`src/hw/rtl/gpsp_pkg.sv`:
```
`timescale 1ns / 1ps
// ---------------------------------------------------------------------------
// gpsp_pkg
// Shared types and constants of the game pad serial port unit.
// ---------------------------------------------------------------------------
package gpsp_pkg;

  localparam int unsigned NumPads    = 4;
  localparam int unsigned BtnW       = 10;
  localparam int unsigned ByteW      = 8;
  localparam int unsigned MainW      = 20;
  localparam int unsigned CmdW       = 2;
  localparam int unsigned RdataW     = 3;
  localparam int unsigned CfgIdxW    = 2;
  localparam int unsigned CfgDataW   = 16;
  localparam int unsigned PhaseW     = 3;

  // Commands
  localparam logic [CmdW-1:0] CmdFrame = 2'd0;
  localparam logic [CmdW-1:0] CmdVsync = 2'd1;
  localparam logic [CmdW-1:0] CmdWrite = 2'd2;
  localparam logic [CmdW-1:0] CmdRead  = 2'd3;

  // Configuration register indexes
  localparam logic [CfgIdxW-1:0] CfgArcadeMode  = 2'd0;
  localparam logic [CfgIdxW-1:0] CfgSwapType    = 2'd1;
  localparam logic [CfgIdxW-1:0] CfgFourPlayer  = 2'd2;
  localparam logic [CfgIdxW-1:0] CfgTurboSpeeds = 2'd3;

  // Arcade swap modes
  localparam logic [2:0] SwapNone       = 3'd0;
  localparam logic [2:0] SwapPads       = 3'd1;
  localparam logic [2:0] SwapMergeOwn   = 3'd2;
  localparam logic [2:0] SwapMergeCross = 3'd3;
  localparam logic [2:0] SwapNoneForce  = 3'd4;
  localparam logic [2:0] SwapPadsForce  = 3'd5;
  localparam logic [2:0] SwapSelect     = 3'd6;

  localparam logic [ByteW-1:0] PadMask     = 8'hF3;
  localparam logic [ByteW-1:0] CoinBit     = 8'h08;
  localparam logic [MainW-1:0] SigPort0    = 20'h80000;
  localparam logic [MainW-1:0] SigPort1    = 20'h40000;

  // Turbo pattern length and on-time per speed code
  localparam logic [3:0][PhaseW-1:0] SpeedLen = {3'd2, 3'd3, 3'd4, 3'd6};
  localparam logic [3:0][PhaseW-1:0] SpeedOn  = {3'd1, 3'd2, 3'd2, 3'd3};

  typedef logic [NumPads-1:0][ByteW-1:0] pad_bytes_t;

  typedef struct packed {
    logic                  arcade_mode;
    logic [2:0]            swap_type;
    logic                  four_player;
    logic [CfgDataW-1:0]   turbo_speeds;
  } cfg_t;

  typedef struct packed {
    logic [CmdW-1:0] cmd;
    logic            port_sel;
    logic            strobe_bit;
    logic [BtnW-1:0] buttons_pad1;
    logic [BtnW-1:0] buttons_pad2;
    logic [BtnW-1:0] buttons_pad3;
    logic [BtnW-1:0] buttons_pad4;
    logic            mic_button;
  } in_item_t;

endpackage

```
`src/hw/rtl/gpsp_in_if.sv`:
```
`timescale 1ns / 1ps
// ---------------------------------------------------------------------------
// gpsp_in_if
// Valid/ready channel carrying one command transaction.
// ---------------------------------------------------------------------------
interface gpsp_in_if;
  import gpsp_pkg::*;

  logic            valid;
  logic            ready;
  logic [CmdW-1:0] cmd;
  logic            port_sel;
  logic            strobe_bit;
  logic [BtnW-1:0] buttons_pad1;
  logic [BtnW-1:0] buttons_pad2;
  logic [BtnW-1:0] buttons_pad3;
  logic [BtnW-1:0] buttons_pad4;
  logic            mic_button;

  modport source (
    output valid, cmd, port_sel, strobe_bit, buttons_pad1, buttons_pad2,
           buttons_pad3, buttons_pad4, mic_button,
    input  ready
  );
  modport sink (
    input  valid, cmd, port_sel, strobe_bit, buttons_pad1, buttons_pad2,
           buttons_pad3, buttons_pad4, mic_button,
    output ready
  );
endinterface

```
`src/hw/rtl/gpsp_out_if.sv`:
```
`timescale 1ns / 1ps
// ---------------------------------------------------------------------------
// gpsp_out_if
// Valid/ready channel carrying one read-data transaction.
// ---------------------------------------------------------------------------
interface gpsp_out_if;
  import gpsp_pkg::*;

  logic              valid;
  logic              ready;
  logic [RdataW-1:0] read_data;

  modport source (output valid, read_data, input ready);
  modport sink   (input valid, read_data, output ready);
endinterface

```
`src/hw/rtl/game_pad_serial_port_unit.sv`:
```
`timescale 1ns / 1ps
// ---------------------------------------------------------------------------
// game_pad_serial_port_unit
// Four-pad controller port with latched frames and serial shift readout.
// ---------------------------------------------------------------------------
// Usage:
//   in_i carries command transactions (frame sample, vsync latch, bus write,
//   bus read). out_o carries one read_data transaction per bus read; other
//   commands produce nothing on out_o.
//   Configuration is written through cfg_we_i/cfg_idx_i/cfg_wdata_i while
//   the unit is idle; registers take effect on the next command.
//   Timing: a command is taken into an input register at accept and is
//   executed from there; a read writes its data into the output register,
//   which drives out_o.
//   Throughput: one command per cycle unless a read is held by an out_o
//   stall, set by the single execute stage between the input and output registers.
//   When out_o stalls with a result pending, a read waiting in the input
//   register holds, and in_i stays ready only while that register is free.
//   Non-read commands still execute under a stall.
//   Reset (rst_ni low, asynchronous) clears configuration, pad bytes, mic
//   bits, turbo phases, strobe state and shift registers, and empties both
//   the input and output registers.
// ---------------------------------------------------------------------------
module game_pad_serial_port_unit (
  input  logic                          clk_i,
  input  logic                          rst_ni,
  gpsp_in_if.sink                       in_i,
  gpsp_out_if.source                    out_o,
  input  logic                          cfg_we_i,
  input  logic [gpsp_pkg::CfgIdxW-1:0]  cfg_idx_i,
  input  logic [gpsp_pkg::CfgDataW-1:0] cfg_wdata_i
);
  import gpsp_pkg::*;

  cfg_t       cfg_q;
  in_item_t   s1_q;
  logic       s1_valid_q;
  logic       out_valid_q;
  logic [RdataW-1:0] rdata_q;

  pad_bytes_t frame_q, latched_q, frame_d;
  logic       frame_mic_q, latched_mic_q, strobe_q;
  logic [7:0][PhaseW-1:0]       phase_q, phase_d;
  logic [1:0][MainW-1:0]        main_q, load_main;
  logic [1:0][ByteW-1:0]        extra_q, load_extra;

  logic s1_is_read, s1_fire, in_fire, out_fire, do_load;
  logic [NumPads-1:0][BtnW-1:0] raw;
  logic [RdataW-1:0] rdata_d;

  assign out_fire   = out_valid_q && out_o.ready;
  assign s1_is_read = (s1_q.cmd == CmdRead);
  assign s1_fire    = s1_valid_q && (!s1_is_read || !out_valid_q || out_o.ready);
  assign in_i.ready = !s1_valid_q || s1_fire;
  assign in_fire    = in_i.valid && in_i.ready;

  assign out_o.valid     = out_valid_q;
  assign out_o.read_data = rdata_q;

  assign raw = {s1_q.buttons_pad4, s1_q.buttons_pad3, s1_q.buttons_pad2,
                s1_q.buttons_pad1};

  for (genvar g = 0; g < NumPads; g++) begin : g_pad
    gpsp_pad u_pad (
      .buttons_i (raw[g]),
      .speeds_i  (cfg_q.turbo_speeds[g*4 +: 4]),
      .phase_i   (phase_q[g*2 +: 2]),
      .byte_o    (frame_d[g]),
      .phase_o   (phase_d[g*2 +: 2])
    );
  end

  gpsp_load u_load (
    .cfg_i     (cfg_q),
    .latched_i (latched_q),
    .main_o    (load_main),
    .extra_o   (load_extra)
  );

  // falling strobe write on the first port reloads the shifters
  assign do_load = s1_fire && (s1_q.cmd == CmdWrite) && !s1_q.port_sel
                   && !s1_q.strobe_bit && strobe_q;

  always_comb begin
    rdata_d    = {1'b0, extra_q[s1_q.port_sel][0], main_q[s1_q.port_sel][0]};
    rdata_d[2] = !s1_q.port_sel && !cfg_q.arcade_mode && latched_mic_q;
  end

  // configuration
  always_ff @(posedge clk_i or negedge rst_ni) begin
    if (!rst_ni) begin
      cfg_q <= '0;
    end else if (cfg_we_i) begin
      case (cfg_idx_i)
        CfgArcadeMode:  cfg_q.arcade_mode  <= cfg_wdata_i[0];
        CfgSwapType:    cfg_q.swap_type    <= cfg_wdata_i[2:0];
        CfgFourPlayer:  cfg_q.four_player  <= cfg_wdata_i[0];
        CfgTurboSpeeds: cfg_q.turbo_speeds <= cfg_wdata_i;
        default: ;
      endcase
    end
  end

  // input register
  always_ff @(posedge clk_i or negedge rst_ni) begin
    if (!rst_ni) begin
      s1_valid_q <= 1'b0;
    end else if (in_i.ready) begin
      s1_valid_q <= in_i.valid;
    end
  end

  always_ff @(posedge clk_i) begin
    if (in_fire) begin
      s1_q <= '{cmd: in_i.cmd, port_sel: in_i.port_sel, strobe_bit: in_i.strobe_bit,
                buttons_pad1: in_i.buttons_pad1, buttons_pad2: in_i.buttons_pad2,
                buttons_pad3: in_i.buttons_pad3, buttons_pad4: in_i.buttons_pad4,
                mic_button: in_i.mic_button};
    end
  end

  // execute stage: port state and output register
  always_ff @(posedge clk_i or negedge rst_ni) begin
    if (!rst_ni) begin
      frame_q       <= '0;
      latched_q     <= '0;
      frame_mic_q   <= 1'b0;
      latched_mic_q <= 1'b0;
      strobe_q      <= 1'b0;
      phase_q       <= '0;
      main_q        <= '0;
      extra_q       <= '0;
      out_valid_q   <= 1'b0;
      rdata_q       <= '0;
    end else begin
      // a new read result replaces the one leaving in the same cycle
      if (out_fire || (s1_fire && s1_is_read)) begin
        out_valid_q <= s1_fire && s1_is_read;
      end
      if (s1_fire) begin
        case (s1_q.cmd)
          CmdFrame: begin
            frame_q     <= frame_d;
            phase_q     <= phase_d;
            frame_mic_q <= s1_q.mic_button;
          end
          CmdVsync: begin
            latched_q     <= frame_q;
            latched_mic_q <= frame_mic_q;
          end
          CmdWrite: begin
            if (!s1_q.port_sel) begin
              if (s1_q.strobe_bit) begin
                strobe_q <= 1'b1;
              end else if (strobe_q) begin
                strobe_q <= 1'b0;
              end
            end
            if (do_load) begin
              main_q  <= load_main;
              extra_q <= load_extra;
              if (cfg_q.arcade_mode) begin
                frame_mic_q <= 1'b0;
              end
            end
          end
          CmdRead: begin
            main_q[s1_q.port_sel]  <= main_q[s1_q.port_sel] >> 1;
            extra_q[s1_q.port_sel] <= extra_q[s1_q.port_sel] >> 1;
            rdata_q     <= rdata_d;
          end
          default: ;
        endcase
      end
    end
  end

endmodule

```
`src/hw/rtl/gpsp_pad.sv`:
```
`timescale 1ns / 1ps
// ---------------------------------------------------------------------------
// gpsp_pad
// Builds one pad byte from raw buttons and advances its two turbo phases.
// ---------------------------------------------------------------------------
module gpsp_pad (
  input  logic [gpsp_pkg::BtnW-1:0]         buttons_i,
  input  logic [3:0]                        speeds_i,
  input  logic [1:0][gpsp_pkg::PhaseW-1:0]  phase_i,
  output logic [gpsp_pkg::ByteW-1:0]        byte_o,
  output logic [1:0][gpsp_pkg::PhaseW-1:0]  phase_o
);
  import gpsp_pkg::*;

  // returns {on, next_phase}
  function automatic logic [PhaseW:0] turbo_step(input logic [PhaseW-1:0] ph,
                                                 input logic [1:0] spd);
    logic [PhaseW-1:0] p;
    logic [PhaseW-1:0] nxt;
    p   = (ph >= SpeedLen[spd]) ? '0 : ph;
    nxt = p + PhaseW'(1);
    return {(p < SpeedOn[spd]), nxt};
  endfunction

  logic [3:0]        dir;
  logic [PhaseW:0]   step_a;
  logic [PhaseW:0]   step_b;
  logic              hold_a;
  logic              hold_b;

  always_comb begin
    dir = buttons_i[3:0];
    // left and right together cancel
    if (dir[3:2] == 2'b11) begin
      dir[3:2] = 2'b00;
    end
    hold_a = buttons_i[6];
    hold_b = buttons_i[7];
    step_a = turbo_step(phase_i[0], speeds_i[1:0]);
    step_b = turbo_step(phase_i[1], speeds_i[3:2]);

    byte_o = {dir, buttons_i[9], buttons_i[8],
              hold_b ? step_b[PhaseW] : buttons_i[5],
              hold_a ? step_a[PhaseW] : buttons_i[4]};
    phase_o[0] = hold_a ? step_a[PhaseW-1:0] : '0;
    phase_o[1] = hold_b ? step_b[PhaseW-1:0] : '0;
  end

endmodule

```
`src/hw/rtl/gpsp_load.sv`:
```
`timescale 1ns / 1ps
// ---------------------------------------------------------------------------
// gpsp_load
// Computes shift register load values from the latched pad bytes.
// ---------------------------------------------------------------------------
module gpsp_load (
  input  gpsp_pkg::cfg_t                    cfg_i,
  input  gpsp_pkg::pad_bytes_t              latched_i,
  output logic [1:0][gpsp_pkg::MainW-1:0]   main_o,
  output logic [1:0][gpsp_pkg::ByteW-1:0]   extra_o
);
  import gpsp_pkg::*;

  logic [ByteW-1:0] p1, p2, s1, s2, a, b;

  always_comb begin
    p1 = latched_i[0] & PadMask;
    p2 = latched_i[1] & PadMask;
    // start button moved to bit 2
    s1 = {5'd0, latched_i[0][3], 2'd0};
    s2 = {5'd0, latched_i[1][3], 2'd0};
    case (cfg_i.swap_type)
      SwapNone:       begin a = p1 | s1; b = p2 | s2; end
      SwapPads:       begin a = p2 | s1; b = p1 | s2; end
      SwapMergeOwn:   begin a = p1 | s1 | (s2 << 1); b = p2; end
      SwapMergeCross: begin a = p2 | s1 | (s2 << 1); b = p1; end
      SwapNoneForce:  begin a = p1 | s1 | CoinBit; b = p2 | s2 | CoinBit; end
      SwapPadsForce:  begin a = p2 | s1 | CoinBit; b = p1 | s2 | CoinBit; end
      SwapSelect: begin
        a = p1 | s1 | {4'd0, latched_i[0][2], 3'd0};
        b = p2 | s2 | {4'd0, latched_i[1][2], 3'd0};
      end
      default:        begin a = '0; b = '0; end
    endcase

    if (cfg_i.arcade_mode) begin
      main_o[0] = MainW'(a);
      main_o[1] = MainW'(b);
    end else if (cfg_i.four_player) begin
      main_o[0] = {4'd0, latched_i[2], latched_i[0]} | SigPort0;
      main_o[1] = {4'd0, latched_i[3], latched_i[1]} | SigPort1;
    end else begin
      main_o[0] = MainW'(latched_i[0]);
      main_o[1] = MainW'(latched_i[1]);
    end
    extra_o[0] = latched_i[2];
    extra_o[1] = latched_i[3];
  end

endmodule

```
`src/flat_wrapper.sv`:
```
// flat-port wrapper written by rule: the top's interface ports become plain ports
module game_pad_serial_port_unit_flat import gpsp_pkg::*;
  (clk_i, rst_ni, cfg_we_i, cfg_idx_i, cfg_wdata_i, in_i_valid, in_i_cmd, in_i_port_sel, in_i_strobe_bit, in_i_buttons_pad1, in_i_buttons_pad2, in_i_buttons_pad3, in_i_buttons_pad4, in_i_mic_button, in_i_ready, out_o_valid, out_o_read_data, out_o_ready);
  gpsp_in_if in_i_i ();
  gpsp_out_if out_o_i ();
  input  logic clk_i;
  input  logic rst_ni;
  input  logic cfg_we_i;
  input  logic [gpsp_pkg::CfgIdxW-1:0] cfg_idx_i;
  input  logic [gpsp_pkg::CfgDataW-1:0] cfg_wdata_i;
  input wire logic [$bits(in_i_i.valid)-1:0] in_i_valid;
  input wire logic [$bits(in_i_i.cmd)-1:0] in_i_cmd;
  input wire logic [$bits(in_i_i.port_sel)-1:0] in_i_port_sel;
  input wire logic [$bits(in_i_i.strobe_bit)-1:0] in_i_strobe_bit;
  input wire logic [$bits(in_i_i.buttons_pad1)-1:0] in_i_buttons_pad1;
  input wire logic [$bits(in_i_i.buttons_pad2)-1:0] in_i_buttons_pad2;
  input wire logic [$bits(in_i_i.buttons_pad3)-1:0] in_i_buttons_pad3;
  input wire logic [$bits(in_i_i.buttons_pad4)-1:0] in_i_buttons_pad4;
  input wire logic [$bits(in_i_i.mic_button)-1:0] in_i_mic_button;
  output wire logic [$bits(in_i_i.ready)-1:0] in_i_ready;
  output wire logic [$bits(out_o_i.valid)-1:0] out_o_valid;
  output wire logic [$bits(out_o_i.read_data)-1:0] out_o_read_data;
  input wire logic [$bits(out_o_i.ready)-1:0] out_o_ready;
  assign in_i_i.valid = in_i_valid;
  assign in_i_i.cmd = in_i_cmd;
  assign in_i_i.port_sel = in_i_port_sel;
  assign in_i_i.strobe_bit = in_i_strobe_bit;
  assign in_i_i.buttons_pad1 = in_i_buttons_pad1;
  assign in_i_i.buttons_pad2 = in_i_buttons_pad2;
  assign in_i_i.buttons_pad3 = in_i_buttons_pad3;
  assign in_i_i.buttons_pad4 = in_i_buttons_pad4;
  assign in_i_i.mic_button = in_i_mic_button;
  assign in_i_ready = in_i_i.ready;
  assign out_o_valid = out_o_i.valid;
  assign out_o_read_data = out_o_i.read_data;
  assign out_o_i.ready = out_o_ready;
  game_pad_serial_port_unit u_core (.clk_i(clk_i), .rst_ni(rst_ni), .in_i(in_i_i), .out_o(out_o_i), .cfg_we_i(cfg_we_i), .cfg_idx_i(cfg_idx_i), .cfg_wdata_i(cfg_wdata_i));
endmodule
```
`config.mk`:
```
export PLATFORM = sky130hd
export DESIGN_NAME = game_pad_serial_port_unit_flat
export DESIGN_NICKNAME = d
export VERILOG_FILES = /design/src/hw/rtl/gpsp_pkg.sv /design/src/hw/rtl/gpsp_in_if.sv /design/src/hw/rtl/gpsp_out_if.sv /design/src/hw/rtl/game_pad_serial_port_unit.sv /design/src/hw/rtl/gpsp_pad.sv /design/src/hw/rtl/gpsp_load.sv /design/src/flat_wrapper.sv
export SDC_FILE = /design/constraint.sdc
export NUM_CORES = 1
export LEC_CHECK = 0
export BUFFER_PORTS_ARGS = -buffer_cell sky130_fd_sc_hd__buf_4
export CAP_MARGIN = 20
export CORE_MARGIN = 5
export CORE_UTILIZATION = 63
export DETAILED_ROUTE_END_ITERATION = 6
export PLACE_DENSITY = 0.8
export SLEW_MARGIN = 0
export SYNTH_ARGS = -nofsm -noshare
export SYNTH_HDL_FRONTEND = slang
export SYNTH_SLANG_ARGS = --single-unit
```
`constraint.sdc`:
```
create_clock -name clk_i -period 5.6 [get_ports clk_i]
set_clock_uncertainty 0.2 [all_clocks]
set_input_delay 0 -clock clk_i [delete_from_list [all_inputs] [get_ports clk_i]]
set_output_delay 0 -clock clk_i [all_outputs]
set_load 0.005 [all_outputs]
```
==> impl_summary.txt <==
----------------------------------------------------
[Status]
  Outcome ... completed

[CTS]
  Number of buffers on the longest clock path ... 3
  Clock input transition at the sequential cells of the worst setup and hold paths ... about 60 ps
  Post-cts sizing count ... 0
  H-tree lvl count ... 1
  # Post-CTS Setup Buffers ... 0
  CTS buffer count ... 24
  Clk Latency, worst-skew pair ... 510 ps
  TritonCTS clock tree ... built
  Hold-fix buffer count after cts ... around 90
  Clk root buf ... sky130_fd_sc_hd__clkbuf_16
  Clock tree sinks ... 217

[Yosys]
  Most frequent cell after synthesis ... sky130_fd_sc_hd__dfrtp_1
  Top area cells in the synthesized netlist ... sky130_fd_sc_hd__dfrtp_1 (42%), sky130_fd_sc_hd__edfxtp_1 (13%), sky130_fd_sc_hd__ha_1 (7.9%)
  Unique masters post-synth ... 39
  Adder-cell share of the synthesized area ... 7.88%
  Post-Syn Area ... 10200 um2
  Share of synthesized area spent on multiplexers ... 6.51%
  Cell count after synthesis ... 928
  Share of flip-flops with an asynchronous set or reset after synthesis ... roughly four fifths
  Dominant combinational cell family by area after synthesis ... simple AND/OR/NAND/NOR gates
  Total nets after synthesis ... between 1000 and 1500
  Number of enable flip-flop cells after synthesis ... between 40 and 50
  Post-synthesis cell type with the largest combined area ... sky130_fd_sc_hd__dfrtp_1
  Post-synthesis share of cell area spent on and, or, nand and nor gates ... 15.6%
  Yosys synthesis warning count ... 0
  Synth Register Bits ... around 220
  Average size of a mapped cell ... 11.0 um2
  Post-Synth XOR/XNOR Area ... 0.689%
  Synth Area in Compound Gates ... 10.5%
  Most instantiated flip-flop cell in the synthesis netlist ... sky130_fd_sc_hd__dfrtp_1
  Area fraction of the dominant cell type after synthesis ... roughly 42%
  Synth top cells by count ... sky130_fd_sc_hd__dfrtp_1 (172), sky130_fd_sc_hd__nand2_1 (158), sky130_fd_sc_hd__a21oi_1 (69), sky130_fd_sc_hd__ha_1 (64), sky130_fd_sc_hd__mux2_2 (57)
  Seq/Total Area, Yosys ... about 56%

[Floorplanning]
  Row count ... 46
  Die Area ... 18800 um2
  X dimension of the die ... 137 um
  Die extent in y ... 137 um
  CORE AREA ... approximately 16000 um2
  Top-level port count ... 73
  Initial Util ... 64.2%

[STA]
  Final period utilization ... between 40% and 50%
  Final WS setup ... 2820 ps
  Setup repair after global routing missed its margin ... no
  Count of endpoints failing hold in the final timing report ... 0
  Fmax ... between 300 and 400 MHz
  Slew Viols, Final ... 0
  Final sum of negative setup slack ... 0 ps
  Worst max-slew margin expressed relative to the limit ... between 20% and 30%
  Final count of negative-setup-slack endpoints ... 0
  Time the worst path needs with I/O delays and setup ... 2780 ps
  Actual transition at the worst max-transition pin ... approximately 1100 ps

[Route]
  Number of iterations in the first detailed-routing pass ... 6
  DRC marker count from the first detailed-route iteration ... 553
  Via total after detailed routing ... 7465
  Post-detailed-routing wire length ... 22.5 mm
  Via count normalized by instance count ... 5.68
  Routed len/inst ... 17.1 um
  ANT nets after route ... 0
  Post-route DRC ... 0

[Critical path]
  Worst Setup EP ... u_core.extra_q[11]
  Maximum net fanout on the critical path ... 28
  Worst path arrival time ... ~3000 ps
  Cell type of the slowest stage on the worst timing path ... sky130_fd_sc_hd__nor3_4
  Logic depth of the worst register-to-register path ... 6
  Start-to-end type of the worst setup path ... flop to flop
  Startpoint types ... flop
  Req. time, crit path ... 5820 ps
  Beginning of the critical path ... u_core.s1_q[43]
  Category of the worst setup path capture point ... flop
  CP max stage delay ... 570 ps
  Worst reg2reg path endpoint ... u_core.extra_q[11]
  Cell chain of the critical path ... nand2_1 > nor2_2 > nor3_4 > buf_4 > nor2_1 > a31oi_1
  Register-to-register path setup slack ... 2820 ps
  Worst flop-to-flop path startpoint ... u_core.s1_q[43]

[Global route]
  Antenna violations before repair ... 0
  Largest net degree at the start of global routing ... 66
  Total Routing Usage GR ... 25.0%
  Sum of overflow across all layers after global routing ... 0
  Vias in the first global route ... about 7600
  First-pass GRT wire length ... about 38 mm

[Placement]
  Port buffer count ... 72
  Worst setup timing slack at the placement stage ... 2860 ps
  Placer's final routability congestion estimate ... ~0.83
  Final HPWL DP ... 13.5 mm

[Final layout]
  Layout filler cell count ... 901
  Ratio of cells with drive above 1 in the final layout ... between 10% and 20%
  Area Growth Syn to Fin ... 24.0%
  Number of nets in the final layout ... 1213
  Number of antenna cells inserted ... 0

[Pwr]
  Peak ir drop on the vdd network ... ~0.37 mV
  Static leakage power ... ~5.8 nW
  Power density over the cells ... 390 nW/um2

[Worst hold path]
  Class of the tightest hold or removal check ... input pin to flop

[Flow run]
  Max-cap violations ... 0

----------------------------------------------------
-- stage by stage --
step                cell area [um2]  hold slack [ps]  std cells  power, W  utilization (%)
finish                        12600             14.2       1315   0.00491             79.6
global route                  12600             2.52       1315   0.00520             79.6
CTS                           12600            0.135       1315   0.00491             79.6
detailed placement            10900             -215       1182   0.00322             68.6
global placement              10900             -211       1182   0.00316             68.6
floorplan                     10200             -496        928   0.00290                -
-- routing by layer --
layer | up-vias | global-route usage (%) | wire length, um
li1 | 3561 | - | -
met1 | 3665 | 33.1 | 9400
met2 | 197 | 43.4 | 11500
met3 | 42 | 3.75 | 1070
met4 | 0 | 6.60 | 542
met5 | - | 0 | 0
-- worst min path at each step --
stage / start / end / slack, ps / cells past startpoint
global placement: rst_ni / u_core.cfg_q[4] / -210 / 1
finish: in_i_buttons_pad4[7] / u_core.raw[37] / 10 / 2
CTS: in_i_buttons_pad4[7] / u_core.raw[37] / 0.1 / 2
global route: in_i_buttons_pad4[8] / u_core.raw[38] / 3 / 2
detailed placement: rst_ni / u_core.cfg_q[4] / -210 / 1
floorplan: rst_ni / u_core.cfg_q[0] / -500 / 0
-- state kept, by name, indices dropped and copies added (netlist names) --
| name | flops |
|---|---|
| u_core.raw | 40 |
| u_core.main_q | 39 |
| u_core.frame_q | 32 |
| u_core.latched_q | 32 |
| u_core.phase_q | 24 |
| u_core.cfg_q | 21 |
| u_core.extra_q | 16 |
| u_core.s1_q | 5 |
| u_core.out_o.read_data | 3 |
| u_core.frame_mic_q | 1 |
| u_core.latched_mic_q | 1 |
| u_core.out_o.valid | 1 |
| u_core.s1_valid_q | 1 |
| u_core.strobe_q | 1 |
-- worst max-delay path, delay by kind of cell (launching register included) --
family	cells	cell delay, ps
flip-flops	1	510
AO/OA/AOI/OAI	1	150
buffers and inverters	1	390
AND/OR/NAND/NOR	4	1440
-- placed cells by master, fill, tap and decap left out, types with 4 or more instances in the layout --
| cell | instances |
|---|---|
| sky130_fd_sc_hd__mux2_2 | 57 |
| sky130_fd_sc_hd__buf_4 | 81 |
| sky130_fd_sc_hd__clkbuf_16 | 27 |
| sky130_fd_sc_hd__o21ai_0 | 48 |
| sky130_fd_sc_hd__dlygate4sd3_1 | 88 |
| sky130_fd_sc_hd__edfxtp_1 | 45 |
| sky130_fd_sc_hd__o22ai_1 | 8 |
| sky130_fd_sc_hd__clkbuf_1 | 4 |
| sky130_fd_sc_hd__clkinv_2 | 4 |
| sky130_fd_sc_hd__dfrtp_1 | 172 |
| sky130_fd_sc_hd__nand2_1 | 158 |
| sky130_fd_sc_hd__nand3b_1 | 10 |
| sky130_fd_sc_hd__nand4b_1 | 8 |
| sky130_fd_sc_hd__ha_1 | 64 |
| sky130_fd_sc_hd__a21o_1 | 11 |
| sky130_fd_sc_hd__nor2_1 | 29 |
| sky130_fd_sc_hd__nand3_1 | 34 |
| sky130_fd_sc_hd__and2_1 | 18 |
| sky130_fd_sc_hd__a31oi_1 | 22 |
| sky130_fd_sc_hd__clkbuf_8 | 7 |
| sky130_fd_sc_hd__a22oi_1 | 16 |
| sky130_fd_sc_hd__inv_1 | 28 |
| sky130_fd_sc_hd__a32o_1 | 4 |
| sky130_fd_sc_hd__nor3b_1 | 10 |
| sky130_fd_sc_hd__a21oi_1 | 69 |
| sky130_fd_sc_hd__xnor2_1 | 8 |
| sky130_fd_sc_hd__nand2b_1 | 20 |
| sky130_fd_sc_hd__nor3_1 | 8 |
| sky130_fd_sc_hd__and3_1 | 8 |
| sky130_fd_sc_hd__nor2b_1 | 11 |
-- kinds of logic (layout without fill, tap and decap cells) --
logic type,count (synthesis),after routing
XOR/XNOR,8,8
buffers and inverters,72,243
multiplexers,59,59
flip-flops,217,217
AO/OA/AOI/OAI,184,184
adder cells (fa/ha/maj),64,64
AND/OR/NAND/NOR,324,324
-- where the power goes --
group | leakage (nW) | internal, W | switching (W)
Sequential | 2.59 | 0.00196 | 0.000297
Clock | 0.418 | 0.00101 | 0.000608
Combinational | 2.77 | 0.000533 | 0.000505
Total | 5.78 | 0.00350 | 0.00141
-- final cells by class --
class | instances | area, um2 | share of cell area, %
flip-flops and latches | 217 | 5660 | 44.9
repair buffers | 171 | 1530 | 12.1
well taps | 216 | 270 | 2.14
clock buffers | 38 | 787 | 6.24
multi-input cells | 639 | 4200 | 33.3
clock inverters | 6 | 57.6 | 0.457
inverters | 28 | 105 | 0.834
Note: power is estimated with default switching activity, not from simulation.
